==> src/design/lrd_pkg.sv <==
// shared types, constants and ridge test functions of the lane ridge detector
package lrd_pkg;

  localparam int SCORE_BITS  = 16;
  localparam int MAX_COLUMNS = 1024;
  localparam int COL_BITS    = $clog2(MAX_COLUMNS);
  localparam int DIM_BITS    = 11;
  localparam int STORE_ROWS  = 4;
  localparam int WIN         = 5;
  localparam int STORE_W     = STORE_ROWS * SCORE_BITS;
  localparam int MAX_RESULTS = 3;

  localparam logic [SCORE_BITS-1:0] THRESHOLD_RESET = SCORE_BITS'(50000);
  localparam logic [DIM_BITS-1:0]   DIM_MIN         = DIM_BITS'(3);
  localparam logic [DIM_BITS-1:0]   ROWS_MAX        = DIM_BITS'(1024);
  localparam logic [DIM_BITS-1:0]   COLS_MAX        =
    DIM_BITS'((MAX_COLUMNS < 1024) ? MAX_COLUMNS : 1024);
  localparam logic [DIM_BITS-1:0]   DIM_RESET       = DIM_BITS'(1024);

  localparam logic [1:0] REG_THRESHOLD = 2'd0;
  localparam logic [1:0] REG_ROWS      = 2'd1;
  localparam logic [1:0] REG_COLS      = 2'd2;

  typedef logic [SCORE_BITS-1:0] score_t;
  typedef logic [WIN-1:0][WIN-1:0][SCORE_BITS-1:0] window_t;

  typedef struct packed {
    logic [9:0]  row;
    logic [9:0]  col;
    logic        hit;
    logic [15:0] score;
    logic        last;
  } result_t;

  function automatic score_t win_at(window_t w, int wy, int wx);
    score_t v;
    v = '0;
    if (wy >= 0 && wy < WIN && wx >= 0 && wx < WIN) v = w[wy][wx];
    return v;
  endfunction

  function automatic logic dir_ok(window_t w, int cx, int dy, int dx);
    score_t v;
    logic   ok;
    v  = w[2][cx];
    ok = 1'b1;
    for (int k = 1; k <= 2; k++) begin
      if (!(v > win_at(w, 2 + k * dy, cx + k * dx))) ok = 1'b0;
      if (!(v > win_at(w, 2 - k * dy, cx - k * dx))) ok = 1'b0;
    end
    return ok;
  endfunction

  function automatic logic is_ridge(window_t w, int cx, score_t thr);
    score_t v;
    v = w[2][cx];
    return (v > thr) && (dir_ok(w, cx, 1, 0) || dir_ok(w, cx, 0, 1) ||
                         dir_ok(w, cx, 1, 1) || dir_ok(w, cx, 1, -1));
  endfunction

endpackage

==> src/design/lrd_result_queue.sv <==
// result register holding up to three results, handed out one per transaction
module lrd_result_queue (
  input  logic                                         clk,
  input  logic                                         rst_n,
  input  logic                                         load,
  input  logic [1:0]                                   load_cnt,
  input  lrd_pkg::result_t [lrd_pkg::MAX_RESULTS-1:0] load_res,
  output logic                                         free,
  output logic                                         out_valid,
  input  logic                                         out_ready,
  output lrd_pkg::result_t                             head
);
  import lrd_pkg::*;

  result_t [MAX_RESULTS-1:0] q_r;
  logic [1:0]                cnt_r;
  logic                      pop;

  assign out_valid = (cnt_r != 2'd0);
  assign pop       = out_valid && out_ready;
  assign free      = (cnt_r == 2'd0) || (cnt_r == 2'd1 && out_ready);
  assign head      = q_r[0];

  always_ff @(posedge clk) begin
    if (!rst_n) begin
      cnt_r <= 2'd0;
    end else if (load) begin
      cnt_r <= load_cnt;
    end else if (pop) begin
      cnt_r <= cnt_r - 2'd1;
    end
  end

  always_ff @(posedge clk) begin
    if (load) begin
      q_r <= load_res;
    end else if (pop) begin
      q_r[0] <= q_r[1];
      q_r[1] <= q_r[2];
    end
  end

endmodule
==> config.mk <==
export PLATFORM = sky130hd
export DESIGN_NAME = lrd_result_queue
export DESIGN_NICKNAME = d
export VERILOG_FILES = /design/src/design/lrd_pkg.sv /design/src/design/lrd_result_queue.sv
export SDC_FILE = /design/constraint.sdc
export NUM_CORES = 1
export LEC_CHECK = 0
export BUFFER_PORTS_ARGS = -buffer_cell sky130_fd_sc_hd__buf_2
export CORE_MARGIN = 5
export CORE_UTILIZATION = 54
export DETAILED_ROUTE_END_ITERATION = 10
export GPL_TIMING_DRIVEN = 0
export PLACE_DENSITY = 0.95
export RECOVER_POWER = 100
export SLEW_MARGIN = 20
export SYNTH_ARGS = -nofsm -noshare
export SYNTH_HDL_FRONTEND = slang
export SYNTH_SLANG_ARGS = --single-unit
==> constraint.sdc <==
create_clock -name clk -period 5.7 [get_ports clk]
set_input_delay 0.285 -clock clk [delete_from_list [all_inputs] [get_ports clk]]
set_output_delay 0.285 -clock clk [all_outputs]
set_load 0.02 [all_outputs]
-- Word-level counts from Yosys, hierarchy flattened
Cells that the tools add are included.
- div/mod/pow operators: 0
- $lt $le $gt $ge: 0
- reductions and logical operators: 6
- multipliers: 0
- shifts and indexed selects: 0
- equality and inequality tests: 1
- bitwise operators: 0
- $add $sub $neg: 1
- mux-type cells: 4
- operators with widths (kind ; count):
    76-bit two-way mux ; 2
    2-bit two-way mux ; 2
    2-bit nonzero test ; 2
    2-bit by 1-bit equality test with 1-bit output (second input constant) ; 1
    1-bit logical AND ; 2
    2-bit zero test ; 1
    2-bit by 1-bit subtractor with 2-bit output (second input constant) ; 1
    1-bit logical OR ; 1
- bits in read-only memories: 0
- register bits: 116
- bits in writable memories: 0
- input bits: 120
- bits in latches: 0
- logic and storage cells: 28
- memories: 0

-- Logic depth before layout (Yosys ltp)
Gate-level depths: netlist (run 1).
- depth after elaboration: 4
- mapped depth: 5
- gate-level depth less buffers: 5

-- Least setup slack after synthesis (run 1)
No wires, ideal clock.
- kind: flip-flop to flip-flop
- start: reg cnt_r[0]
- end: reg q_r, in the netlist head[0] (enable)
- required time: 5.261 ns
- stages on the path, launching flop included: 5
- path buffers: 0
- data arrival time: 2.518 ns
- slack: 2.743 ns
- library setup time: 0.439 ns
- cell sequence: dfxtp_1 -> inv_1 -> ha_1 -> nor2b_1 -> or2_1
- word-level cells in the longest chain between the ends: 3
- RTL lines (element ; line ; source):
    start, declared ; lrd_result_queue.sv:16 ; logic [1:0] cnt_r;
    start signal, assigned ; lrd_result_queue.sv:28 ; cnt_r <= load_cnt;
    start signal, assigned ; lrd_result_queue.sv:30 ; cnt_r <= cnt_r - 2'd1;
    2-bit nonzero test ; lrd_result_queue.sv:19 ; assign out_valid = (cnt_r != 2'd0);
    1-bit logical AND ; lrd_result_queue.sv:20 ; assign pop = out_valid && out_ready;
    2-bit nonzero test (no line) ; n/a ;
    end signal, assigned ; lrd_result_queue.sv:36 ; q_r <= load_res;
    end, declared ; lrd_result_queue.sv:15 ; result_t [MAX_RESULTS-1:0] q_r;
No other way between the ends.
A chain may end at the register's enable or synchronous reset.

-- Final worst setup path (run 1)
- start: in load
- end: reg q_r[57] in the netlist's numbering (enable)
- word-level cells in the longest chain between the ends: 1
- RTL lines (element ; line ; source):
    start, declared ; lrd_result_queue.sv:5 ; input logic load,
    2-bit nonzero test (no line) ; n/a ;
No other way between the ends.

==> results of run 1 <==
## critical path: stages
cell      delay [ps]
clkbuf_1        1500
clkbuf_1         310
clkbuf_1         490
buf_6            240
or2_4            550
buf_12           290
## where the power goes
| part | internal [W] | switching, W | leakage, nW |
|---|---|---|---|
| clock network | 0.000706 | 0.000361 | 0.286 |
| registers | 0.00104 | 0.0000228 | 1.14 |
| logic | 0.000137 | 0.000128 | 1.22 |
| total | 0.00188 | 0.000511 | 2.65 |
## sequential cells by signal, summed over array words and instances (netlist names)
name	count
q_r	76
head	38
cnt_r	2
## logic make-up after synthesis
family	count (synthesis)	synth area share [%]
compound gates	4	0.521
xor+xnor	1	0.182
fa+ha+maj	2	0.521
buf+inv	51	7.58
flops	116	72.1
mux	76	18.4
simple gates	6	0.651
## layer usage
layer / part of all wire (%) / vias to the layer above / track usage [%]
met4: 3.6 / 0 / 10.7
met2: 56 / 115 / 35.9
met3: 5.2 / 30 / 5.28
met5: 0 / - / 0
li1: - / 1365 / -
met1: 35 / 1337 / 20.8
## timing repair
item,in CTS,in global routing
endpoints found under the hold margin,38,0
setup endpoints to repair,0,0
hold buffers,38,0
setup buffers,0,0
## cell type report
type / instances / area, sq um
Antenna cell: 1 / 2.50
Buffer: 47 / 327
Clock inverter: 14 / 186
Tap cell: 108 / 135
Multi-Input combinational cell: 89 / 948
Clock buffer: 18 / 418
Timing Repair Buffer: 198 / 1140
Inverter: 4 / 15.0
Fill cell: 525 / 2040
Sequential cell: 116 / 3460
## worst paths after layout
check | end | from | slack [ps] | cells past startpoint
worst max-delay path | q_r[57] | load | 2150 | 6
worst min register to register | q_r[62] | q_r[100] | 540 | 1
worst min-delay path | cnt_r[0] | rst_n | 30 | 3
worst max register to register | q_r[57] | cnt_r[0] | 3560 | 5
## metrics by stage
step | util, % | area [sq um]
3_3_place_gp | 66.1 | 5730
5_1_grt | 76.4 | 6630
6_report | 76.5 | 6640
2_1_floorplan | - | 4800
3_5_place_dp | 66.3 | 5760
4_1_cts | 77.7 | 6740
## synth_stat cells
| master | number |
|---|---|
| a21boi_0 | 1 |
| a21oi_1 | 1 |
| buf_2 | 6 |
| buf_4 | 38 |
| buf_6 | 3 |
| dfxtp_1 | 2 |
| edfxtp_1 | 114 |
| ha_1 | 2 |
| inv_1 | 4 |
| mux2_2 | 68 |
| mux2_4 | 8 |
| nand2_1 | 3 |
| nand3b_1 | 1 |
| nor2b_1 | 1 |
| o211ai_1 | 1 |
| o21ai_0 | 1 |
| or2_1 | 1 |
| xnor2_1 | 1 |
==> out/results.ini, run 1 <==
[placement]
place.gp.congestion=0.752
dp.cells=524
hpwlAfterDp_microns=6950
io_buffers=159
place_worst_setup_slack_ps=2900

[route]
viasPerCell=4.78
routed_wl_microns=10500
drc_errors=0
first_pass_iters=4
num_vias=2847
antenna_left=0
drtIter0Drc=69
routedWlPerCell_microns=17.6

[timing]
max_freq_mhz=282
fin_crit_ps=3550
rsz0062_at_grt=false
slew_headroom_pct=-43.5
worst_pin_slew_ps=2150
fin_ws_ps=2150
whs_ps=34.8
slew_violations=40
setup_viol=0
fin_setup_tns_ps=0
finalClockSkew_ps=13.1
finalHoldViolCount=0
period_share_pct=62.3

[pwr]
p_total_w=0.00239
leakagePower_nw=2.65
vdd_drop_max_v=0.000243
power_density_nw_per_um2=360

[global_route]
grt_antenna_before_repair=0
grt_max_degree=46
grt_pass1_vias=3161
track_usage_pct=19.9
grt_pass1_wl_microns=16600
grt_remaining_overflow=0

[run_status]
violations=max-capacitance violations, max-slew violations
status=finished with violations

[layout]
fin_cells=595
mostFrequentLayoutCells=buf_2, edfxtp_1, mux2_2
final_common_cell=buf_2
fin_nets=595
drive_gt1_share_pct=51.0
area_delta_synth_final_pct=38.2

[synthesis]
yosys.area.top_type=edfxtp_1
synth.net_count=378
syn_avg_cell_area_sq_um=18.8
synth-seq-cells=116
synth_seq_area_share_pct=72.1
synthTopCellsByArea=edfxtp_1, mux2_2, buf_4
synth.top_cell.area_share_pct=71.3
syn_inst=256
synth.distinct_cells=18
ys.warnings.count=0
synth_area_sq_um=4800

[worst_setup_path]
worstPathMaxFanout=45
end_kind=flip-flop
crit_arrival_ps=3730
critPathKind=input pin to flip-flop
start_kind=input pin
required_ps=5880

[clock_tree]
clk_latency_ps=490
htreeDepth=4
numCtsBuffers=17
clkTransAtPathRegs_ps=50
ctsLongestPathBuffers=2
post_cts_resized=0
cts_tree=done
root_buffer=clkbuf_8
numClockSinks=116

[die]
die_w_microns=104
die_area_sq_um=10900
rows=34
core_area_sq_um=8680
start_util_pct=55.3
fp.dieH_microns=104
io_pins=160

[min_path]
worstHoldPathType=input pin to flip-flop

[run]
cap_violations=1

Note: power is estimated with default switching activity, not from simulation.
==> run 2: changes to the inputs <==
- ABC_AREA: not set -> 1
- CORE_UTILIZATION: 54 -> 50
- PLACE_DENSITY: 0.95 -> 0.91
- clock period: 5.7 -> 3.5 ns (I/O delays scaled with it)
==> out/results.ini, run 2 <==
[synthesis]
ys.warnings.count=0
synth_commonest_cells=nand2_1, edfxtp_1, buf_4
synth_edf_count=114
synth.distinct_cells=12
synthTopCellsByArea=edfxtp_1, nand2_1, buf_4
synth-seq-cells=116
synth.top_cell.area_share_pct=70.7
synth.net_count=546
syn_inst=424
synth_area_sq_um=4840
synth_seq_area_share_pct=71.5
yosysMostFrequentCell=nand2_1
syn_avg_cell_area_sq_um=11.4
ys.flop_type=edfxtp_1
yosys.area.top_type=edfxtp_1
async_flop_share_pct=0

[run]
cap_violations=0

[worst_setup_path]
reg2reg_from=cnt_r[0]
required_ps=3900
crit_slowest_cell=buf_2
critPathKind=input pin to flip-flop
rr_endpoint=cnt_r[1]
start_kind=input pin
worstPathMaxFanout=41
path_buf_inv=5
critical_path.max_stage_delay_ps=710
worstPathCellList=buf_2 > clkbuf_1 > clkinvlp_2 > nand2_4 > buf_12 > inv_1 > nor2_1 > nor2_1
cp_top_family=buffers and inverters
reg2reg_depth=9
crit_path_frequent_cell=nor2_1
end_kind=flip-flop
crit_arrival_ps=2780
rrSetupSlack_ps=1450

[timing]
slew_violations=0
finalHoldViolCount=0
max_freq_mhz=419
finalClockSkew_ps=10.2
whs_ps=82.9
rsz0062_at_grt=false
period_share_pct=68.1
slew_headroom_pct=36.2
worst_pin_slew_ps=956
setup_viol=0
fin_crit_ps=2380

[layout]
largest_reg_flops=76
fillers=583
multi_input_comb_area_sq_um=955
layout.area.seq_sq_um=3460
fin_nets=841
drive_gt1_share_pct=25.2
area_delta_synth_final_pct=53.0
final_common_cell=nand2_1
regMostFlops=q_r
antenna_cells=0
mostFrequentLayoutCells=nand2_1, buf_2, dlygate4sd3_1

[placement]
hpwlAfterDp_microns=7310
io_buffers=159
place.gp.congestion=0.805

[run_status]
status=finished clean

[die]
rows=36
start_util_pct=50.5
fp.dieH_microns=108
die_w_microns=108
core_area_sq_um=9590
io_pins=160
die_area_sq_um=11800

[clock_tree]
cts_setup_buffers=0
numClockSinks=116
clk_latency_ps=500
clkTransAtPathRegs_ps=60
numCtsBuffers=17
cts_tree=done
ctsLongestPathBuffers=2
root_buffer=clkbuf_8
htreeDepth=4

[min_path]
hold_path_end=cnt_r[0]
worstHoldPathType=input pin to flip-flop
hp-start=load_cnt[0]
holdPathStages=7

[global_route]
track_usage_pct=24.7
grt_use_met1_pct=25.7
grt_util_met2_pct=44.9
grt_max_degree=42
grt_pass1_vias=4497
grt_pass1_wl_microns=21500
grt_busiest_layer=met2
grt_use_met3_pct=7.16
grt_remaining_overflow=0
grt_antenna_before_repair=0

[pwr]
power_density_nw_per_um2=513
p_total_w=0.00380
leakagePower_nw=3.39
vdd_drop_max_v=0.000416

[route]
drtIter0Drc=227
viasPerCell=4.73
routed_wl_microns=13900
drc_errors=0
first_pass_iters=5
antenna_left=0
num_vias=4081
routedWlPerCell_microns=16.1

-- run 2: kinds of logic (layout without fill, tap and decap cells) --
logic type / Yosys count / after routing / share of synthesized area (%)
and+or+nand+nor: 244 / 244 / 18.9
DFF: 116 / 116 / 71.5
buffers and inverters: 61 / 367 / 8.96
adders and majority gates: 2 / 2 / 0.516
AOI/OAI and AO/OA: 1 / 1 / 0.103
-- run 2: worst reg2reg max path: stages (launching register included) --
cell	delay, ps
dfxtp_1	390
inv_1	70
ha_1	220
inv_1	130
nand2_1	140
nand2_4	430
buf_12	300
inv_1	90
nor2_1	110
nor2_1	70
-- run 2: worst max-delay path by stage --
| stage | end | slack, ps | from | cells after the start |
|---|---|---|---|---|
| 2_1_floorplan | head[0] | 530 | cnt_r[0] | 5 |
| 3_3_place_gp | head[15] | -300 | load | 4 |
| 3_5_place_dp | head[10] | 1230 | load | 5 |
| 4_1_cts | q_r[42] | 1520 | cnt_r[0] | 6 |
| 5_1_grt | cnt_r[1] | 850 | load | 8 |
| 6_report | cnt_r[1] | 1120 | load | 8 |
-- run 2: routing by layer --
metal	part of all wire, %	wire length [microns]
met1	36	4960
met5	0	0
met2	53	7320
met4	3.7	517
met3	7.7	1070
-- run 2: power by group --
part	total [W]	switching, W	internal [W]
combinational	0.000542	0.000286	0.000256
sequential	0.00174	0.0000433	0.00170
clock	0.00152	0.000537	0.000985
-- run 2: final cells by class --
class                      count  share of cell area [%]
tap                          133                    2.24
inverter                       6                   0.321
sequential                   116                    46.7
clock inverter                 9                    1.20
timing repair buffer         276                    25.9
clock buffer                  21                    5.79
buffer                        55                    4.95
multi-input combinational    247                    12.9
-- run 2: per-stage QoR --
stage	setup TNS [ps]	util [%]	instances	cell area (sq um)	worst slack, ps
global placement	-23070	60.5	716	5810	-300
CTS	0	78.3	863	7510	1520
global route	0	77.3	863	7410	853
detailed placement	0	60.8	717	5830	1230
floorplan	0	-	424	4840	532
finish	0	77.3	863	7410	1120
-- run 2: repair_timing --
item                                    in CTS  in global routing
endpoints found under the hold margin      116                  0
gates resized for setup                      0                  0
endpoints found under the setup margin       0                  0
hold buffers                               116                  0
