File: src/design/lrd_pkg.sv
// shared types, constants and ridge test functions of the lane ridge detector
package lrd_pkg;

  localparam int SCORE_BITS  = 16;
  localparam int MAX_COLUMNS = 1024;
  localparam int COL_BITS    = $clog2(MAX_COLUMNS);
  localparam int DIM_BITS    = 11;
  localparam int STORE_ROWS  = 4;
  localparam int WIN         = 5;
  localparam int STORE_W     = STORE_ROWS * SCORE_BITS;
  localparam int MAX_RESULTS = 3;

  localparam logic [SCORE_BITS-1:0] THRESHOLD_RESET = SCORE_BITS'(50000);
  localparam logic [DIM_BITS-1:0]   DIM_MIN         = DIM_BITS'(3);
  localparam logic [DIM_BITS-1:0]   ROWS_MAX        = DIM_BITS'(1024);
  localparam logic [DIM_BITS-1:0]   COLS_MAX        =
    DIM_BITS'((MAX_COLUMNS < 1024) ? MAX_COLUMNS : 1024);
  localparam logic [DIM_BITS-1:0]   DIM_RESET       = DIM_BITS'(1024);

  localparam logic [1:0] REG_THRESHOLD = 2'd0;
  localparam logic [1:0] REG_ROWS      = 2'd1;
  localparam logic [1:0] REG_COLS      = 2'd2;

  typedef logic [SCORE_BITS-1:0] score_t;
  typedef logic [WIN-1:0][WIN-1:0][SCORE_BITS-1:0] window_t;

  typedef struct packed {
    logic [9:0]  row;
    logic [9:0]  col;
    logic        hit;
    logic [15:0] score;
    logic        last;
  } result_t;

  function automatic score_t win_at(window_t w, int wy, int wx);
    score_t v;
    v = '0;
    if (wy >= 0 && wy < WIN && wx >= 0 && wx < WIN) v = w[wy][wx];
    return v;
  endfunction

  function automatic logic dir_ok(window_t w, int cx, int dy, int dx);
    score_t v;
    logic   ok;
    v  = w[2][cx];
    ok = 1'b1;
    for (int k = 1; k <= 2; k++) begin
      if (!(v > win_at(w, 2 + k * dy, cx + k * dx))) ok = 1'b0;
      if (!(v > win_at(w, 2 - k * dy, cx - k * dx))) ok = 1'b0;
    end
    return ok;
  endfunction

  function automatic logic is_ridge(window_t w, int cx, score_t thr);
    score_t v;
    v = w[2][cx];
    return (v > thr) && (dir_ok(w, cx, 1, 0) || dir_ok(w, cx, 0, 1) ||
                         dir_ok(w, cx, 1, 1) || dir_ok(w, cx, 1, -1));
  endfunction

endpackage

File: src/design/lrd_judge.sv
// ridge test of the three candidate centres in the updated window
module lrd_judge (
  input  lrd_pkg::window_t             win,
  input  logic [lrd_pkg::COL_BITS-1:0] col,
  input  lrd_pkg::score_t              thr,
  output logic [2:0]                   hit
);
  import lrd_pkg::*;

  window_t win_m;

  // columns left of the frame edge read as zero
  always_comb begin
    for (int wy = 0; wy < WIN; wy++) begin
      for (int wx = 0; wx < WIN; wx++) begin
        if ((DIM_BITS'(col) + DIM_BITS'(wx)) >= DIM_BITS'(WIN - 1)) begin
          win_m[wy][wx] = win[wy][wx];
        end else begin
          win_m[wy][wx] = '0;
        end
      end
    end
  end

  assign hit[0] = is_ridge(win_m, 2, thr);
  assign hit[1] = is_ridge(win_m, 3, thr);
  assign hit[2] = is_ridge(win_m, 4, thr);

endmodule

File: config.mk
export PLATFORM = sky130hd
export DESIGN_NAME = lrd_judge
export DESIGN_NICKNAME = d
export VERILOG_FILES = /design/src/design/lrd_pkg.sv /design/src/design/lrd_judge.sv
export SDC_FILE = /design/constraint.sdc
export NUM_CORES = 1
export LEC_CHECK = 0
export ABC_AREA = 1
export BUFFER_PORTS_ARGS = -buffer_cell sky130_fd_sc_hd__clkbuf_2
export CELL_PAD_IN_SITES_DETAIL_PLACEMENT = 1
export CELL_PAD_IN_SITES_GLOBAL_PLACEMENT = 2
export CORE_MARGIN = 2
export CORE_UTILIZATION = 30
export DETAILED_ROUTE_END_ITERATION = 16
export PLACE_DENSITY = 0.86
export SYNTH_ARGS = -nofsm -noshare
export SYNTH_HDL_FRONTEND = slang
export SYNTH_SLANG_ARGS = --single-unit
File: constraint.sdc
create_clock -name vclk -period 8
set_input_delay 0.4 -clock vclk [all_inputs]
set_output_delay 0.4 -clock vclk [all_outputs]
set_load 0.01 [all_outputs]
* Word level (Yosys, flattened, before mapping) *
Cells that the tools add are included.

storage, ports and cells
  logic and storage cells = 133
  bits of input ports = 426
  register bits after elaboration = 0

cells by class
  magnitude comparators = 49
  add/sub/neg operators = 4
  reduce and logical (&&, ||, !) cells = 12
  muxes and demuxes = 68

operators by type and width
  kind                                                                     count
  16-bit > comparator                                                      42
  16-bit 2-to-1 mux                                                        23
  1-bit 2-to-1 mux                                                         45
  11-bit by 3-bit >= comparator with 1-bit output (second input constant)  4
  16-bit by 1-bit > comparator with 1-bit output (second input constant)   2
  10-bit by 2-bit adder with 11-bit output (second input constant)         2
  10-bit by 1-bit adder with 11-bit output (second input constant)         1
  10-bit by 3-bit adder with 11-bit output (second input constant)         1
  10-bit by 3-bit >= comparator with 1-bit output (second input constant)  1
  1-bit logical OR                                                         9
  1-bit logical AND                                                        3

* Longest topological paths before layout *
Gate-level depths: netlist (run 1).

  depth after elaboration = 12
  mapped depth = 29
  gate-level depth less buffers = 28

* Worst setup path before layout (run 1) *
Ideal clock, no wire load.

  kind = input port to output port
  start = input col[2] in the netlist's numbering
  end = output hit[0]
  setup slack = 3.920 ns
  data required time = 7.600 ns
  stages = 24
  path buffers = 2
  data arrival time = 3.680 ns
  path through = ha_1 > nand3_4 > o21ai_0 > nand2_1 > nand3_1 > nand2_1 > nand2_2 > clkbuf_1 > clkbuf_1 > nand2_1 > inv_1 > ha_1 > nand2_1 > or4_1 > nor2_1 > o2111ai_1 > nand2_1 > nor2_1 > nand2_1 > nor2_1 > nand2_1 > nand2_1 > nor2_1 > nor2_1

on the way
  cells in the longest elaborated chain, start to end = 12

ends and longest elaborated chain
  item                                             RTL line         source
  start, declared                                  lrd_judge.sv:4   input logic [lrd_pkg::COL_BITS-1:0] col,
  10-bit by 2-bit adder with 11-bit output         lrd_judge.sv:16  if ((DIM_BITS'(col) + DIM_BITS'(wx)) >= DIM_BITS'(WIN - 1)) begin
  11-bit by 3-bit >= comparator with 1-bit output  lrd_judge.sv:16
  16-bit 2-to-1 mux                                lrd_judge.sv:16
  16-bit > comparator                              lrd_pkg.sv:48    if (!(v > win_at(w, 2 + k * dy, cx + k * dx))) ok = 1'b0;
  1-bit 2-to-1 mux                                 lrd_pkg.sv:48
  1-bit 2-to-1 mux                                 lrd_pkg.sv:49    if (!(v > win_at(w, 2 - k * dy, cx - k * dx))) ok = 1'b0;
  1-bit 2-to-1 mux                                 lrd_pkg.sv:48
  1-bit 2-to-1 mux                                 lrd_pkg.sv:49
  1-bit logical OR (2 in a row)                    lrd_pkg.sv:57    return (v > thr) && (dir_ok(w, cx, 1, 0) || dir_ok(w, cx, 0, 1) ||
  1-bit logical OR                                 lrd_pkg.sv:58    dir_ok(w, cx, 1, 1) || dir_ok(w, cx, 1, -1));
  1-bit logical AND (*)                            lrd_pkg.sv:57
  end, declared                                    lrd_judge.sv:6   output logic [2:0] hit

Mark *: on every way between the ends. The rest lies on a longest branch, timed or not.

* Final worst setup path (run 1) *
Ends and elaborated chain as after synthesis.

==> results of run 1 <==
## routing by layer
| layer | vias to the layer above | GRT usage (%) | routed length, µm |
|---|---|---|---|
| li1 | 9757 | - | - |
| met1 | 9625 | 36.1 | 36800 |
| met2 | 602 | 51.3 | 39300 |
| met3 | 167 | 2.53 | 3820 |
| met4 | 0 | 11.4 | 3780 |
| met5 | - | 0 | 0 |
## how the worst max path moves through the flow
stage	end	slack [ps]	start
after global routing	hit[0]	1460	col[2]
after CTS	hit[0]	1940	col[2]
after detailed placement	hit[0]	1930	col[2]
after global placement	hit[0]	2090	col[2]
after floorplan	hit[0]	3920	col[2]
final	hit[0]	1890	col[2]
## Yosys cell counts (5+ instances only)
| library cell | instances | share of area, % |
|---|---|---|
| a221oi_1 | 8 | 0.43 |
| o211ai_1 | 9 | 0.42 |
| o2111ai_1 | 14 | 0.75 |
| inv_1 | 224 | 5.2 |
| clkbuf_1 | 26 | 0.60 |
| nand3_1 | 90 | 2.8 |
| a21boi_0 | 5 | 0.23 |
| o21ai_1 | 9 | 0.28 |
| o221ai_1 | 13 | 0.70 |
| nor3_1 | 39 | 1.2 |
| nor2_1 | 177 | 4.1 |
| buf_1 | 8 | 0.18 |
| buf_4 | 5 | 0.23 |
| o221a_2 | 6 | 0.42 |
| ha_1 | 582 | 45 |
| o21bai_1 | 15 | 0.69 |
| o21ai_0 | 88 | 2.7 |
| a21oi_1 | 229 | 7.1 |
| nand2_2 | 6 | 0.23 |
| nand2_1 | 808 | 19 |
| nor2_2 | 7 | 0.27 |
| a31oi_1 | 7 | 0.27 |
| nand4_1 | 63 | 2.4 |
| nor4_1 | 16 | 0.62 |
| o21a_1 | 11 | 0.51 |
| a211oi_1 | 45 | 2.1 |
## power breakdown
part	total, mW	internal (mW)	leakage (nW)	switching (mW)
combinational	1.11	0.416	11.4	0.689
sequential	0	0	0	0
clock	0.000000168	0.000000168	0.0000634	0
## stage by stage
step / setup WS, ps / utilization, % / hold WS [ps] / area, µm²
floorplan: 3920 / - / 1020 / 16300
global placement: 2090 / 35.8 / 1400 / 19200
detailed placement: 1930 / 35.8 / 1400 / 19200
CTS: 1940 / 35.8 / 1400 / 19200
global route: 1460 / 35.9 / 1450 / 19300
finish: 1890 / 35.9 / 1410 / 19300
## cells by family after synthesis
group	count (synthesis)	synth area share, %
AND/OR/NAND/NOR	1224	31.3
adder cells (fa/ha/maj)	582	44.8
AO/OA/AOI/OAI	475	17.3
buffers and inverters	274	6.57
XOR/XNOR	1	0.0539
## worst max-delay path, cell delays in order
cell,delay (ps)
clkbuf_2,230
ha_1,360
nand3_4,140
o21ai_0,170
nand2_1,110
nand3_1,80
nand2_1,70
nand2_2,330
buf_4,620
inv_1,160
nor2_2,950
ha_1,290
nand2_1,60
nor3b_1,280
nand3_1,190
o21ai_0,530
nor2_1,80
nand2_1,90
nor2_1,50
nand2_1,50
nand2_1,70
nor2_1,140
nor2_1,50
clkbuf_2,160
## layout by cell type (no fill, tap or decap), types with 5 or more instances in the layout
cell type	Yosys	layout
ha_1	582	582
a221oi_1	8	8
a211oi_1	45	45
o221ai_1	13	13
o21ai_1	9	9
clkbuf_2	0	397
o221a_2	6	6
o21ai_0	88	88
o211ai_1	9	9
o2111ai_1	14	14
inv_1	224	223
nor2_2	7	21
nor3_1	39	39
diode_2	0	10
o21bai_1	15	15
nand3_1	90	89
o21a_1	11	11
a21oi_1	229	229
buf_4	5	39
nand4_1	63	63
nor2_1	177	163
a21boi_0	5	5
a31oi_1	7	7
nand2_1	808	807
nand2_2	6	7
nor4_1	16	16
## cell type report
| cell class | instances | area share (%) |
|---|---|---|
| Timing Repair Buffer | 436 | 11.8 |
| Antenna cell | 10 | 0.130 |
| Inverter | 229 | 4.46 |
| Tap cell | 696 | 4.52 |
| Multi-Input combinational cell | 2282 | 79.1 |
==> results.json, run 1 <==
{
  "wl_per_cell_um": 22.9,
  "rsz0062_at_grt": "no",
  "drive_gt1_share_pct": 16.4,
  "criticalPathCategory": "input port to output pin",
  "finalSetupViolCount": 0,
  "critPathLaunchType": "input port",
  "clock.fmax_mhz": 164,
  "post_cts_resized": 0,
  "cap_violations": 0,
  "antenna_found_initial": 10,
  "cp_max_fo": 68,
  "synthesis.nets": 3564,
  "fillers": 7144,
  "power.density_mw_per_mm2": 57.4,
  "worstMarginPinSlew_ps": 1230,
  "num_rows": 85,
  "grt_pass1_wl_um": 124000,
  "dp_cells": 3643,
  "dieArea_mm2": 0.0561,
  "hp-class": "input port to output pin",
  "synth-seq-area-share_pct": 0,
  "min_period_ps": 6110,
  "min_to": "hit[1]",
  "power_leakage_nw": 11.4,
  "place_congestion": 0.924,
  "ir_drop_mv": 0.0158,
  "core-area_mm2": 0.0537,
  "synth.avg_cell_area_um2": 6.36,
  "areaGrowthSynthToFinish_pct": 18.5,
  "setup.worst_path.end_class": "output pin",
  "boundaryPins": 429,
  "regArea_um2": 0,
  "grt_pass1_vias": 21575,
  "outcome": "complete, no violations",
  "stdcell_count": 3653,
  "drc": 0,
  "yosysUniqueCellTypes": 48,
  "drtIter0Drc": 1007,
  "design.seq.count": 0,
  "maxSlewViolCount": 0,
  "yosys_warnings": 0,
  "via_per_inst": 5.52,
  "hold_viol": 0,
  "multi_input_area_mm2": 0.0152,
  "globalRouteOverflowTotal": 0,
  "hp-start": "thr[0]",
  "postCtsSetupBuffers": 0,
  "dp_hpwl_um": 68300,
  "via_count": 20151,
  "drt_pre_antenna_iters": 5,
  "ant_nets": 0,
  "syn-instance-count": 2556,
  "clkbuf_count": 0,
  "fin_setup_tns_ps": 0,
  "die-height_um": 237,
  "nNetsFinal": 3957,
  "hold_path_depth": 5,
  "die_w_um": 237,
  "p_total_mw": 1.11,
  "worst_ep_required_time_ps": 7600,
  "ctsHoldBuffers": 0,
  "wl_um": 83700,
  "initial_core_util_pct": 30.3,
  "io_buffers": 397,
  "grt_max_degree": 69,
  "netlist_area_mm2": 0.0163,
  "gr-usage-all-layers_pct": 29.0,
  "fin_crit_sh_pct": 76.4,
  "worstPathArrival_ps": 5710,
  "max_slew_margin_pct": 18.0
}
Power figures use the tool's default switching activity.
==> run 2, diff against run 1 <==
--- a/config.mk
+++ b/config.mk
@@ -5,14 +5,14 @@
 export SDC_FILE = /design/constraint.sdc
 export NUM_CORES = 1
 export LEC_CHECK = 0
-export ABC_AREA = 1
+export ABC_AREA = 0
 export BUFFER_PORTS_ARGS = -buffer_cell sky130_fd_sc_hd__clkbuf_2
 export CELL_PAD_IN_SITES_DETAIL_PLACEMENT = 1
 export CELL_PAD_IN_SITES_GLOBAL_PLACEMENT = 2
 export CORE_MARGIN = 2
-export CORE_UTILIZATION = 30
+export CORE_UTILIZATION = 28
 export DETAILED_ROUTE_END_ITERATION = 16
-export PLACE_DENSITY = 0.86
+export PLACE_DENSITY = 0.8
 export SYNTH_ARGS = -nofsm -noshare
 export SYNTH_HDL_FRONTEND = slang
 export SYNTH_SLANG_ARGS = --single-unit
==> constraint.sdc (replaced) <==
create_clock -name vclk -period 5.6
set_input_delay 0.28 -clock vclk [all_inputs]
set_output_delay 0.28 -clock vclk [all_outputs]
set_load 0.01 [all_outputs]
==> run 2 against run 1 <==
Net effect:
- worst hold slack got worse by 92 ps
- global-route usage decreased by 0.76 points
- die area increased by 8.1%
- synthesized area increased by 1.0%
- setup slack got worse by 1700 ps
- routed wire length increased by 5.9%
- largest power group unchanged
- critical path type unchanged
- combinational power increased by 50%
- cell area increased by 4.7%
==> results.json, run 2 <==
{
  "outcome": "complete, no violations",
  "via_per_inst": 5.70,
  "postCtsSetupBuffers": 0,
  "die_w_um": 246,
  "yosys-top-cells-count": "ha_1, nand2_1, a21oi_1",
  "cap_violations": 0,
  "power.density_mw_per_mm2": 82.5,
  "netlist_area_mm2": 0.0164,
  "worst_ep_required_time_ps": 5320,
  "dp_hpwl_um": 76200,
  "post_cts_resized": 0,
  "core-area_mm2": 0.0578,
  "fin_setup_tns_ps": 0,
  "fillers": 7276,
  "wl_per_cell_um": 25.6,
  "cp_slowest_cell": "a311o_2",
  "setup.worst_path.end_class": "output pin",
  "grt_max_degree": 40,
  "worstPathArrival_ps": 5150,
  "min_period_ps": 5430,
  "synth.avg_cell_area_um2": 7.37,
  "fin_area_mm2": 0.0202,
  "crit_family": "compound AO/OA/AOI/OAI gates",
  "pre_cts_ws_ps": 269,
  "ir_drop_mv": 0.0295,
  "boundaryPins": 429,
  "yosys.area.top_type": "ha_1",
  "final_common_cell": "ha_1",
  "syn-instance-count": 2229,
  "critPathLaunchType": "input port",
  "synthSimpleGateAreaFrac_pct": 26.4,
  "postLayoutCoreUtil_pct": 34.9,
  "muxShareOfSynthArea_pct": 0.0610,
  "drive_gt1_share_pct": 20.8,
  "p_total_mw": 1.66,
  "num_rows": 88,
  "synth_top_family_by_area": "adder cells",
  "initial_core_util_pct": 28.4,
  "areaGrowthSynthToFinish_pct": 22.9,
  "synthesis.nets": 3237,
  "cp_max_fo": 25,
  "clock.fmax_mhz": 184,
  "place_congestion": 0.953,
  "dieArea_mm2": 0.0606,
  "gr-usage-all-layers_pct": 28.2,
  "synth-seq-area-share_pct": 0,
  "fin_crit_sh_pct": 97.0,
  "finalWorstSetupSlack_ps": 167,
  "ctsHoldBuffers": 0,
  "min_to": "hit[1]",
  "design.seq.count": 0,
  "grt_pass1_wl_um": 129000,
  "yosys_warnings": 0,
  "yosysUniqueCellTypes": 93,
  "yosysMostFrequentCell": "ha_1",
  "globalRouteOverflowTotal": 0,
  "synth-xor-area-share_pct": 1.81,
  "placed_area_mm2": 0.0202,
  "hp-start": "win[220]",
  "drt_pre_antenna_iters": 5,
  "via_count": 19731,
  "hp-class": "input port to output pin",
  "finalSetupViolCount": 0,
  "nNetsFinal": 3703,
  "mostFrequentLayoutCells": "ha_1, nand2_1, clkbuf_2",
  "die-height_um": 246,
  "rsz0062_at_grt": "no",
  "drtIter0Drc": 1150,
  "hold_path_depth": 6,
  "io_buffers": 397,
  "slowest_delay_ps": 610,
  "power_leakage_nw": 11.4,
  "max_slew_margin_pct": 34.1,
  "synth-compound-area-share_pct": 23.4,
  "clkbuf_count": 0,
  "wl_um": 88600,
  "maxSlewViolCount": 0,
  "criticalPathCategory": "input port to output pin",
  "synth-adder-area-share_pct": 44.9,
  "regArea_um2": 0,
  "critPathBufInv": 5,
  "netlist.area_leader.share_pct": 44.3,
  "drc": 0,
  "grt_pass1_vias": 21052,
  "yosys-top-cells-area": "ha_1, nand2_1, a21o_1",
  "path_cells": "clkbuf_2, inv_1, ha_1, nor2b_1, nand4b_1, a221o_1, a311o_2, buf_4, nand2_1, ha_1, a21oi_1, nor2_1, a211oi_1, nor3_1, a2111oi_0, o21ai_0, a31oi_1, buf_4, nand4b_1, o311a_1, o22ai_1, clkbuf_2",
  "antenna_found_initial": 6,
  "ant_nets": 0,
  "hold_viol": 0,
  "worstMarginPinSlew_ps": 989
}
## run 2: cell count changes after synthesis, sizes merged, moves of 31 or more
cell and delta:
nor2 -94, nand3 -41, nor2b +57, xnor2 +31
nand2 -406, nand4 +44, inv -154, a21o +119
a21oi -63
## run 2: kinds of logic after synthesis
| family | after synthesis |
|---|---|
| buf+inv | 136 |
| fa+ha+maj | 591 |
| simple gates | 889 |
| xor+xnor | 34 |
| compound gates | 578 |
| mux | 1 |
## run 2: how the worst max path moves through the flow
stage | endpoint | startpoint | cells after the start
3_5_place_dp | hit[1] | col[1] | 22
6_report | hit[1] | col[2] | 22
2_1_floorplan | hit[0] | col[2] | 21
5_1_grt | hit[1] | col[1] | 21
3_3_place_gp | hit[1] | col[1] | 21
4_1_cts | hit[1] | col[1] | 22
## run 2: where the power goes
part              total, mW  internal [mW]  switching [mW]
clock          0.0000000478   0.0000000478               0
sequential                0              0               0
combinational          1.66          0.683           0.981
total                  1.66          0.683           0.981
## run 2: cell type report
| class | instances | area (µm²) | area share (%) |
|---|---|---|---|
| Antenna cell | 2 | 5.00 | 0.0248 |
| Inverter | 74 | 278 | 1.38 |
| Multi-Input combinational cell | 2093 | 15900 | 78.8 |
| Tap cell | 765 | 957 | 4.74 |
| Timing Repair Buffer | 526 | 3040 | 15.1 |
## run 2: per-layer routing
metal / wire length [µm] / GRT usage, % / part of all wire (%) / vias to the layer above
li1: - / - / - / 9351
met1: 38800 / 36.2 / 44 / 9539
met2: 40600 / 47.9 / 46 / 667
met3: 5060 / 2.94 / 5.7 / 170
met4: 4120 / 11.5 / 4.7 / 4
met5: 23 / 0 / 0.026 / -
## run 2: per-stage QoR
stage | instances | hold WS (ps)
after CTS | 3458 | 1330
after global placement | 3458 | 1330
after floorplan | 2229 | 792
after global routing | 3460 | 1360
after detailed placement | 3458 | 1330
final | 3460 | 1320
